[src/hw/rtl/mpsp_pkg.sv]
// package for the mac pdu subheader parser
// holds shared constants, parse phase and result kind codes, result structs
// no dependencies
`timescale 1ns / 1ps

package mpsp_pkg;

   localparam int LENGTH_WIDTH = 16;
   localparam int LCID_WIDTH   = 6;
   localparam int BYTE_WIDTH   = 8;

   localparam logic [BYTE_WIDTH-1:0] LCID_MASK = 8'h3F;
   localparam logic [BYTE_WIDTH-1:0] F_BIT     = 8'h40;

   localparam logic [LCID_WIDTH-1:0] PADDING_LCID_RESET = 6'd63;

   typedef enum logic [2:0] {
      PH_SUBHDR  = 3'd0,
      PH_LEN_HI  = 3'd1,
      PH_LEN_LO  = 3'd2,
      PH_PAYLOAD = 3'd3,
      PH_SKIP    = 3'd4
   } phase_type;

   typedef enum logic [1:0] {
      KIND_DATA  = 2'd0,
      KIND_EMPTY = 2'd1,
      KIND_ABORT = 2'd2
   } kind_type;

   typedef struct packed {
      kind_type                  kind;
      logic [LCID_WIDTH-1:0]     channel_id;
      logic [BYTE_WIDTH-1:0]     payload;
      logic                      sdu_first;
      logic                      sdu_last;
      logic                      run_last;
   } result_type;

   // up to two results per request, second only together with the first
   typedef struct packed {
      logic       push0;
      logic       push1;
      result_type res0;
      result_type res1;
   } emit_type;

endpackage

[src/hw/rtl/mpsp_ifs.sv]
// channel interfaces of the mac pdu subheader parser: request, response, csr
// depends on mpsp_pkg
`timescale 1ns / 1ps

interface mpsp_req_if;
   logic                             valid;
   logic                             ready;
   logic [mpsp_pkg::BYTE_WIDTH-1:0]  pdu_byte;
   logic                             pdu_end;

   modport source (output valid, output pdu_byte, output pdu_end, input ready);
   modport sink   (input valid, input pdu_byte, input pdu_end, output ready);
endinterface

interface mpsp_rsp_if;
   logic                             valid;
   logic                             ready;
   logic [1:0]                       kind;
   logic [mpsp_pkg::LCID_WIDTH-1:0]  channel_id;
   logic [mpsp_pkg::BYTE_WIDTH-1:0]  payload;
   logic                             sdu_first;
   logic                             sdu_last;
   logic                             run_last;

   modport source (output valid, output kind, output channel_id, output payload,
                   output sdu_first, output sdu_last, output run_last, input ready);
   modport sink   (input valid, input kind, input channel_id, input payload,
                   input sdu_first, input sdu_last, input run_last, output ready);
endinterface

interface mpsp_csr_if;
   logic                             valid;
   logic                             ready;
   logic [mpsp_pkg::LCID_WIDTH-1:0]  padding_lcid;

   modport source (output valid, output padding_lcid, input ready);
   modport sink   (input valid, input padding_lcid, output ready);
endinterface

[src/hw/rtl/mpsp_parser.sv]
// subheader / length / payload parse state and result generation
// depends on mpsp_pkg
`timescale 1ns / 1ps

module mpsp_parser (
   input  logic                             clock,
   input  logic                             reset,
   input  logic                             accept,
   input  logic [mpsp_pkg::BYTE_WIDTH-1:0]  pdu_byte,
   input  logic                             pdu_end,
   input  logic [mpsp_pkg::LCID_WIDTH-1:0]  padding_lcid,
   output mpsp_pkg::emit_type               emit
);

   mpsp_pkg::phase_type                     phase_ff, phase_in;
   logic [mpsp_pkg::LCID_WIDTH-1:0]         channel_ff, channel_in;
   logic                                    two_byte_ff, two_byte_in;
   logic [mpsp_pkg::BYTE_WIDTH-1:0]         len_high_ff, len_high_in;
   logic [mpsp_pkg::LENGTH_WIDTH-1:0]       remaining_ff, remaining_in;
   logic                                    first_ff, first_in;

   logic [mpsp_pkg::LCID_WIDTH-1:0]         lcid;
   logic [2*mpsp_pkg::BYTE_WIDTH-1:0]       len_full;
   logic [mpsp_pkg::LENGTH_WIDTH-1:0]       len;
   logic [mpsp_pkg::LENGTH_WIDTH-1:0]       remaining_dec;

   assign lcid          = mpsp_pkg::LCID_WIDTH'(pdu_byte & mpsp_pkg::LCID_MASK);
   assign len_full      = two_byte_ff ? {len_high_ff, pdu_byte}
                                      : {{mpsp_pkg::BYTE_WIDTH{1'b0}}, pdu_byte};
   assign len           = len_full[mpsp_pkg::LENGTH_WIDTH-1:0];
   assign remaining_dec = remaining_ff - mpsp_pkg::LENGTH_WIDTH'(1);

   always_comb begin
      phase_in     = phase_ff;
      channel_in   = channel_ff;
      two_byte_in  = two_byte_ff;
      len_high_in  = len_high_ff;
      remaining_in = remaining_ff;
      first_in     = first_ff;
      emit         = '0;
      emit.res0.channel_id = channel_ff;
      emit.res1.channel_id = channel_ff;
      emit.res1.kind       = mpsp_pkg::KIND_ABORT;

      if (accept) begin
         case (phase_ff)
            mpsp_pkg::PH_LEN_HI: begin
               len_high_in = pdu_byte;
               phase_in    = mpsp_pkg::PH_LEN_LO;
            end
            mpsp_pkg::PH_LEN_LO: begin
               if (len == '0) begin
                  emit.push0          = 1'b1;
                  emit.res0.kind      = mpsp_pkg::KIND_EMPTY;
                  emit.res0.sdu_first = 1'b1;
                  emit.res0.sdu_last  = 1'b1;
                  emit.res0.run_last  = 1'b1;
                  phase_in            = mpsp_pkg::PH_SUBHDR;
               end else begin
                  remaining_in = len;
                  first_in     = 1'b1;
                  phase_in     = mpsp_pkg::PH_PAYLOAD;
               end
            end
            mpsp_pkg::PH_PAYLOAD: begin
               emit.push0          = 1'b1;
               emit.res0.kind      = mpsp_pkg::KIND_DATA;
               emit.res0.payload   = pdu_byte;
               emit.res0.sdu_first = first_ff;
               emit.res0.sdu_last  = (remaining_dec == '0);
               first_in            = 1'b0;
               remaining_in        = remaining_dec;
               if (remaining_dec == '0) begin
                  emit.res0.run_last = 1'b1;
                  phase_in           = mpsp_pkg::PH_SUBHDR;
               end else if (pdu_end) begin
                  // pdu ended inside the payload: follow with an abort
                  emit.push1         = 1'b1;
                  emit.res1.run_last = 1'b1;
               end else begin
                  emit.res0.run_last = 1'b1;
               end
            end
            mpsp_pkg::PH_SKIP: begin
               phase_in = mpsp_pkg::PH_SKIP;
            end
            default: begin
               // subheader, unused codes land here too
               if (!pdu_end) begin
                  if (lcid == padding_lcid) begin
                     phase_in = mpsp_pkg::PH_SKIP;
                  end else begin
                     channel_in  = lcid;
                     two_byte_in = ((pdu_byte & mpsp_pkg::F_BIT) != '0);
                     phase_in    = two_byte_in ? mpsp_pkg::PH_LEN_HI : mpsp_pkg::PH_LEN_LO;
                  end
               end
            end
         endcase
         if (pdu_end) begin
            phase_in = mpsp_pkg::PH_SUBHDR;
         end
      end
   end

   always_ff @(posedge clock) begin
      if (reset) begin
         phase_ff     <= mpsp_pkg::PH_SUBHDR;
         channel_ff   <= '0;
         two_byte_ff  <= 1'b0;
         len_high_ff  <= '0;
         remaining_ff <= '0;
         first_ff     <= 1'b0;
      end else begin
         phase_ff     <= phase_in;
         channel_ff   <= channel_in;
         two_byte_ff  <= two_byte_in;
         len_high_ff  <= len_high_in;
         remaining_ff <= remaining_in;
         first_ff     <= first_in;
      end
   end

endmodule

[src/hw/rtl/mpsp_rsp_queue.sv]
// four-entry result queue, takes one or two results per cycle, gives one while out_ready is high
// depends on mpsp_pkg
`timescale 1ns / 1ps

module mpsp_rsp_queue (
   input  logic                 clock,
   input  logic                 reset,
   input  mpsp_pkg::emit_type   emit,
   output logic                 room,
   output logic                 out_valid,
   input  logic                 out_ready,
   output mpsp_pkg::result_type out_data
);

   mpsp_pkg::result_type entry_ff [4];
   mpsp_pkg::result_type entry_in [4];
   logic [1:0]           head_ff, head_in;
   logic [1:0]           tail_ff, tail_in;
   logic [2:0]           count_ff, count_in;
   logic                 pop;
   logic [1:0]           tail_next;

   assign out_valid = (count_ff != 3'd0);
   assign out_data  = entry_ff[head_ff];
   // room for the two results a request may cause
   assign room      = (count_ff <= 3'd2);
   assign pop       = out_valid && out_ready;
   assign tail_next = tail_ff + 2'd1;

   always_comb begin
      for (int i = 0; i < 4; i++) begin
         entry_in[i] = entry_ff[i];
      end
      tail_in = tail_ff;
      if (emit.push0) begin
         entry_in[tail_ff] = emit.res0;
         tail_in           = tail_next;
      end
      if (emit.push0 && emit.push1) begin
         entry_in[tail_next] = emit.res1;
         tail_in             = tail_ff + 2'd2;
      end
      head_in  = pop ? head_ff + 2'd1 : head_ff;
      count_in = count_ff + 3'(emit.push0) + 3'(emit.push0 && emit.push1) - 3'(pop);
   end

   always_ff @(posedge clock) begin
      for (int i = 0; i < 4; i++) begin
         entry_ff[i] <= entry_in[i];
      end
      if (reset) begin
         head_ff  <= '0;
         tail_ff  <= '0;
         count_ff <= '0;
      end else begin
         head_ff  <= head_in;
         tail_ff  <= tail_in;
         count_ff <= count_in;
      end
   end

endmodule

[src/hw/rtl/mac_pdu_subheader_parser_core.sv]
// top level of the mac pdu subheader parser
// depends on mpsp_pkg, mpsp_ifs, mpsp_parser, mpsp_rsp_queue
`timescale 1ns / 1ps

// Usage
//   req_ch: one received mac pdu byte per request, pdu_end marks the last byte.
//   rsp_ch: sdu results: payload bytes tagged with lcid and first/last marks,
//           empty-sdu results and abort results for a payload cut short.
//   csr_ch: writes padding_lcid; always ready, write only while idle.
// Results: the results of an accepted request are registered in the result
//   queue and leave it on rsp_ch after any older queued results.
// Throughput: one request per cycle while req_ch is ready. A request gives
//   zero, one or two results; two only for a payload byte that ends the pdu
//   early. The four-entry result queue sets the pace: req_ch is ready while
//   the queue holds at most two results, and a byte that makes two results
//   leaves the queue on rsp_ch one result at a time.
// Reset: parser waits for a subheader byte, queue empties, padding_lcid = 63.
// Stall: when rsp_ch is not ready results collect in the queue, and req_ch
//   drops ready once fewer than two slots are free; nothing is lost.

module mac_pdu_subheader_parser_core (
   input  logic        clock,
   input  logic        reset,
   mpsp_req_if.sink    req_ch,
   mpsp_rsp_if.source  rsp_ch,
   mpsp_csr_if.sink    csr_ch
);

   logic [mpsp_pkg::LCID_WIDTH-1:0] padding_lcid_ff, padding_lcid_in;
   logic                            room;
   logic                            accept;
   mpsp_pkg::emit_type              emit;
   mpsp_pkg::result_type            rsp_data;

   assign csr_ch.ready    = 1'b1;
   assign padding_lcid_in = csr_ch.valid ? csr_ch.padding_lcid : padding_lcid_ff;

   always_ff @(posedge clock) begin
      if (reset) begin
         padding_lcid_ff <= mpsp_pkg::PADDING_LCID_RESET;
      end else begin
         padding_lcid_ff <= padding_lcid_in;
      end
   end

   assign req_ch.ready = room;
   assign accept       = req_ch.valid && room;

   mpsp_parser u_parser (
      .clock        (clock),
      .reset        (reset),
      .accept       (accept),
      .pdu_byte     (req_ch.pdu_byte),
      .pdu_end      (req_ch.pdu_end),
      .padding_lcid (padding_lcid_ff),
      .emit         (emit)
   );

   mpsp_rsp_queue u_queue (
      .clock     (clock),
      .reset     (reset),
      .emit      (emit),
      .room      (room),
      .out_valid (rsp_ch.valid),
      .out_ready (rsp_ch.ready),
      .out_data  (rsp_data)
   );

   assign rsp_ch.kind       = rsp_data.kind;
   assign rsp_ch.channel_id = rsp_data.channel_id;
   assign rsp_ch.payload    = rsp_data.payload;
   assign rsp_ch.sdu_first  = rsp_data.sdu_first;
   assign rsp_ch.sdu_last   = rsp_data.sdu_last;
   assign rsp_ch.run_last   = rsp_data.run_last;

endmodule

[src/flat_wrapper.sv]
// flat-port wrapper written by rule: the top's interface ports become plain ports
module mac_pdu_subheader_parser_core_flat 
  (clock, reset, req_ch_valid, req_ch_pdu_byte, req_ch_pdu_end, req_ch_ready, rsp_ch_valid, rsp_ch_kind, rsp_ch_channel_id, rsp_ch_payload, rsp_ch_sdu_first, rsp_ch_sdu_last, rsp_ch_run_last, rsp_ch_ready, csr_ch_valid, csr_ch_padding_lcid, csr_ch_ready);
  mpsp_req_if req_ch_i ();
  mpsp_rsp_if rsp_ch_i ();
  mpsp_csr_if csr_ch_i ();
  input  logic clock;
  input  logic reset;
  input wire logic [$bits(req_ch_i.valid)-1:0] req_ch_valid;
  input wire logic [$bits(req_ch_i.pdu_byte)-1:0] req_ch_pdu_byte;
  input wire logic [$bits(req_ch_i.pdu_end)-1:0] req_ch_pdu_end;
  output wire logic [$bits(req_ch_i.ready)-1:0] req_ch_ready;
  output wire logic [$bits(rsp_ch_i.valid)-1:0] rsp_ch_valid;
  output wire logic [$bits(rsp_ch_i.kind)-1:0] rsp_ch_kind;
  output wire logic [$bits(rsp_ch_i.channel_id)-1:0] rsp_ch_channel_id;
  output wire logic [$bits(rsp_ch_i.payload)-1:0] rsp_ch_payload;
  output wire logic [$bits(rsp_ch_i.sdu_first)-1:0] rsp_ch_sdu_first;
  output wire logic [$bits(rsp_ch_i.sdu_last)-1:0] rsp_ch_sdu_last;
  output wire logic [$bits(rsp_ch_i.run_last)-1:0] rsp_ch_run_last;
  input wire logic [$bits(rsp_ch_i.ready)-1:0] rsp_ch_ready;
  input wire logic [$bits(csr_ch_i.valid)-1:0] csr_ch_valid;
  input wire logic [$bits(csr_ch_i.padding_lcid)-1:0] csr_ch_padding_lcid;
  output wire logic [$bits(csr_ch_i.ready)-1:0] csr_ch_ready;
  assign req_ch_i.valid = req_ch_valid;
  assign req_ch_i.pdu_byte = req_ch_pdu_byte;
  assign req_ch_i.pdu_end = req_ch_pdu_end;
  assign req_ch_ready = req_ch_i.ready;
  assign rsp_ch_valid = rsp_ch_i.valid;
  assign rsp_ch_kind = rsp_ch_i.kind;
  assign rsp_ch_channel_id = rsp_ch_i.channel_id;
  assign rsp_ch_payload = rsp_ch_i.payload;
  assign rsp_ch_sdu_first = rsp_ch_i.sdu_first;
  assign rsp_ch_sdu_last = rsp_ch_i.sdu_last;
  assign rsp_ch_run_last = rsp_ch_i.run_last;
  assign rsp_ch_i.ready = rsp_ch_ready;
  assign csr_ch_i.valid = csr_ch_valid;
  assign csr_ch_i.padding_lcid = csr_ch_padding_lcid;
  assign csr_ch_ready = csr_ch_i.ready;
  mac_pdu_subheader_parser_core u_core (.clock(clock), .reset(reset), .req_ch(req_ch_i), .rsp_ch(rsp_ch_i), .csr_ch(csr_ch_i));
endmodule
[config.mk]
export PLATFORM = sky130hd
export DESIGN_NAME = mac_pdu_subheader_parser_core_flat
export DESIGN_NICKNAME = d
export VERILOG_FILES = /design/src/hw/rtl/mpsp_pkg.sv /design/src/hw/rtl/mpsp_ifs.sv /design/src/hw/rtl/mpsp_parser.sv /design/src/hw/rtl/mpsp_rsp_queue.sv /design/src/hw/rtl/mac_pdu_subheader_parser_core.sv /design/src/flat_wrapper.sv
export SDC_FILE = /design/constraint.sdc
export NUM_CORES = 1
export LEC_CHECK = 0
export ABC_AREA = 1
export BUFFER_PORTS_ARGS = -buffer_cell sky130_fd_sc_hd__buf_2
export CORE_MARGIN = 2
export CORE_UTILIZATION = 32
export DETAILED_ROUTE_END_ITERATION = 10
export PLACE_DENSITY = 0.48
export SYNTH_ARGS = -nofsm -noshare
export SYNTH_HDL_FRONTEND = slang
export SYNTH_SLANG_ARGS = --single-unit
export TNS_END_PERCENT = 50
[constraint.sdc]
create_clock -name clock -period 4.6 [get_ports clock]
set_input_delay 0 -clock clock [delete_from_list [all_inputs] [get_ports clock]]
set_output_delay 0 -clock clock [all_outputs]
set_load 0.02 [all_outputs]
==> results.yml <==
run_status:
  status: "finished, final reports clean"
placement:
  dp_slack_ns: 1.32
  portBuffers: 40
  dp.final_hpwl_um: 12300
  dp_cells: 1204
  gp_congestion: 0.866
global_route:
  antenna_found_initial: 0
  grt_start_max_net_pins: 40
  grtUsageTotal_pct: 18.3
  grt-ovfl-total: 0
  grt_pass1_vias: 5624
  grt_pass1_wl_um: 29300
critical_path:
  crit_chain: "inv_1 > ha_1 > nand2_4 > nor2_4 > nand2_1 > o21ai_1 > nor3_4 > nand3_4 > nand2_1 > ha_1 > inv_1 > fa_1 > fa_1 > xor2_1 > nor2_1"
  reg2regPathDepth: 15
  crit_slowest_cell: "fa_1"
  max_stage_delay_ns: 0.44
  cp_data_arrival_time_ns: 3.56
  path_max_fanout: 6
  path_class: "flop to flop"
  cp-end-kind: "flop"
  required_ns: 4.89
  cp-start-kind: "flop"
synth:
  synth-seq-cells: 126
  synthTopCellsByArea: "dfxtp_1 (40%), nand2_1 (17%), o21ai_0 (6.6%)"
  syn_area_um2: 6270
  synth_cells: 922
  synth_largest_area_cell: "dfxtp_1"
  syn_nets: 952
  netlist.area_leader.share_pct: 40.2
  synth_cell_type_count: 39
  synth_seq_area_share_pct: 40.2
  synth-warning-count: 0
  syn_area_per_cell_um2: 6.80
timing:
  timing.final.crit_share_pct: 71.0
  finalSetupViolations: 0
  finalCriticalPeriod_ns: 3.27
  max_slew_margin_pct: 45.9
  rsz0062_at_grt: "no"
  worstMarginPinSlew_ns: 0.811
  max_freq_mhz: 306
  setup_slack_ns: 1.33
  slew_viol_final: 0
  finalHoldViolCount: 0
  fin_worst_skew_ns: 0.00872
  fin_setup_tns_ns: 0
  fin_hold_ws_ns: 0.0305
power:
  clockPowerShare_pct: 36.6
  ir_worst_vdd_v: 0.000252
  leakage_nw: 3.56
  internal-power_mw: 2.44
  p_sw_mw: 1.39
  power.density_nw_per_um2: 505
  combPwrFrac_pct: 30.6
  p_sw_share_pct: 36.3
  power_frac_seq_pct: 32.7
die:
  design.die.area_um2: 20700
  coreArea_um2: 19300
  boundaryPins: 42
  fp.dieH_um: 144
  die-width_um: 144
  core.rowCount: 51
  start_util_pct: 32.4
cells_and_area:
  fill_cells: 2087
  final_util_pct: 39.2
  final_common_cell: "nand2_1"
  finalNonFillerCells: 1264
  multi_input_area_um2: 3180
  nNetsFinal: 1016
  seqCellArea_um2: 2520
  diodes: 0
  layout.cells.most_common_list: "nand2_1 (286), dfxtp_1 (126), nor2_1 (109), inv_1 (94), o21ai_0 (83)"
  syn2layout_area_growth_pct: 20.7
  drive_gt1_share_pct: 13.1
drt:
  drc_errors: 0
  vias: 5816
  drt_wl_total_um: 18000
  dr.pass1.iters: 5
  ant_nets: 0
  wl_per_cell_um: 14.2
  vias_per_cell: 4.60
  drt_iter0_drc: 286
clock_network:
  cts_inserted_buffers: 17
  clock_latency_ns: 0.43
  clock-sinks: 126
  htreeDepth: 4
  post_cts_resized: 0
  cts_tree: "done"
  path_clk_slew_ns: 0.06
  holdBufCountCts: 28
  clk_path_buf_depth: 2
  cts_root_buf: "clkbuf_16"
  cts_setup_buffers: 0
worst_hold_path:
  hold_path_class: "primary input to flop"
  whs_path_depth: 2
run:
  drv_cap: 0
cells in the mapped netlist, drive strengths merged:
library cell / number
a211oi: 4
a21boi: 4
a21oi: 40
a31oi: 7
and2: 1
buf: 9
clkbuf: 19
conb: 1
dfxtp: 126
fa: 2
ha: 8
inv: 104
nand2: 313
nand3: 35
nand3b: 7
nand4: 6
nor2: 120
nor3: 2
nor4: 2
o211ai: 2
o21ai: 86
o21bai: 2
o22ai: 19
xnor2: 1
xor2: 2
cell families after synthesis:
kind of cell | share of synthesized area, %
buf+inv | 9.03
flops | 40.2
simple gates | 34.0
xor+xnor | 0.419
fa+ha+maj | 2.23
compound gates | 14.1
other cells | 0.0598
path summary, 6_finish.rpt:
| check | startpoint | end | slack (ns) |
|---|---|---|---|
| worst max-delay path | u_core.u_parser.remaining_ff[0] | u_core.u_queue.count_ff[2] | 1.33 |
| worst min-delay path | reset | u_core.u_queue.count_ff[2] | 0.03 |
| worst max register to register | u_core.u_parser.remaining_ff[0] | u_core.u_queue.count_ff[2] | 1.33 |
| worst min register to register | u_core.u_queue.entry_ff[2][3] | u_core.u_queue.entry_ff[2][3] | 0.44 |
metal layers:
layer | up-vias | wire (µm) | GRT usage, %
li1 | 3061 | - | -
met1 | 2632 | 8690 | 23.6
met2 | 101 | 8430 | 31.0
met3 | 22 | 652 | 4.04
met4 | 0 | 229 | 5.26
met5 | - | 0 | 0
stage by stage:
step	power, mW	instance area (µm²)
after global routing	4.08	7570
after CTS	3.86	7570
after detailed placement	2.43	6680
after global placement	2.45	6680
final	3.82	7570
after floorplan	2.12	6270
cell type report:
type                            instances  area share (%)
Clock buffer                           19            5.85
Clock inverter                         13            2.16
Inverter                              104            5.39
Multi-Input combinational cell        664            42.1
Sequential cell                       126            33.3
Tap cell                              265            4.38
Timing Repair Buffer                   73            6.84
power by group through the flow:
| stage | sequential [mW] | combinational [mW] | clock [mW] |
|---|---|---|---|
| finish | 1.25 | 1.17 | 1.40 |
| floorplan | 1.25 | 0.868 | 0 |
| global route | 1.26 | 1.34 | 1.48 |
| detailed placement | 1.27 | 1.16 | 0 |
| CTS | 1.25 | 1.18 | 1.43 |
| global placement | 1.27 | 1.17 | 0 |
critical path, delay by kind of cell (launching register included):
family,cells,cell delay (ns)
XOR/XNOR,1,0.16
AND/OR/NAND/NOR,7,0.74
flip-flops,1,0.32
buffers and inverters,2,0.16
adder cells (fa/ha/maj),4,1.48
AO/OA/AOI/OAI,1,0.27
sequential cells by signal (all words and copies together) (netlist names), named ones only:
name and count:
u_core.u_parser.phase_ff 3, u_core.u_queue.head_ff 2, u_core.u_parser.remaining_ff 16, u_core.u_parser.len_high_ff 8
u_core.u_parser.two_byte_ff 1, u_core.u_parser.first_ff 1, u_core.u_queue.entry_ff 76, u_core.u_queue.count_ff 3
u_core.padding_lcid_ff 6, u_core.u_parser.channel_ff 6, u_core.u_queue.tail_ff 2
Power figures use the tool's default switching activity.
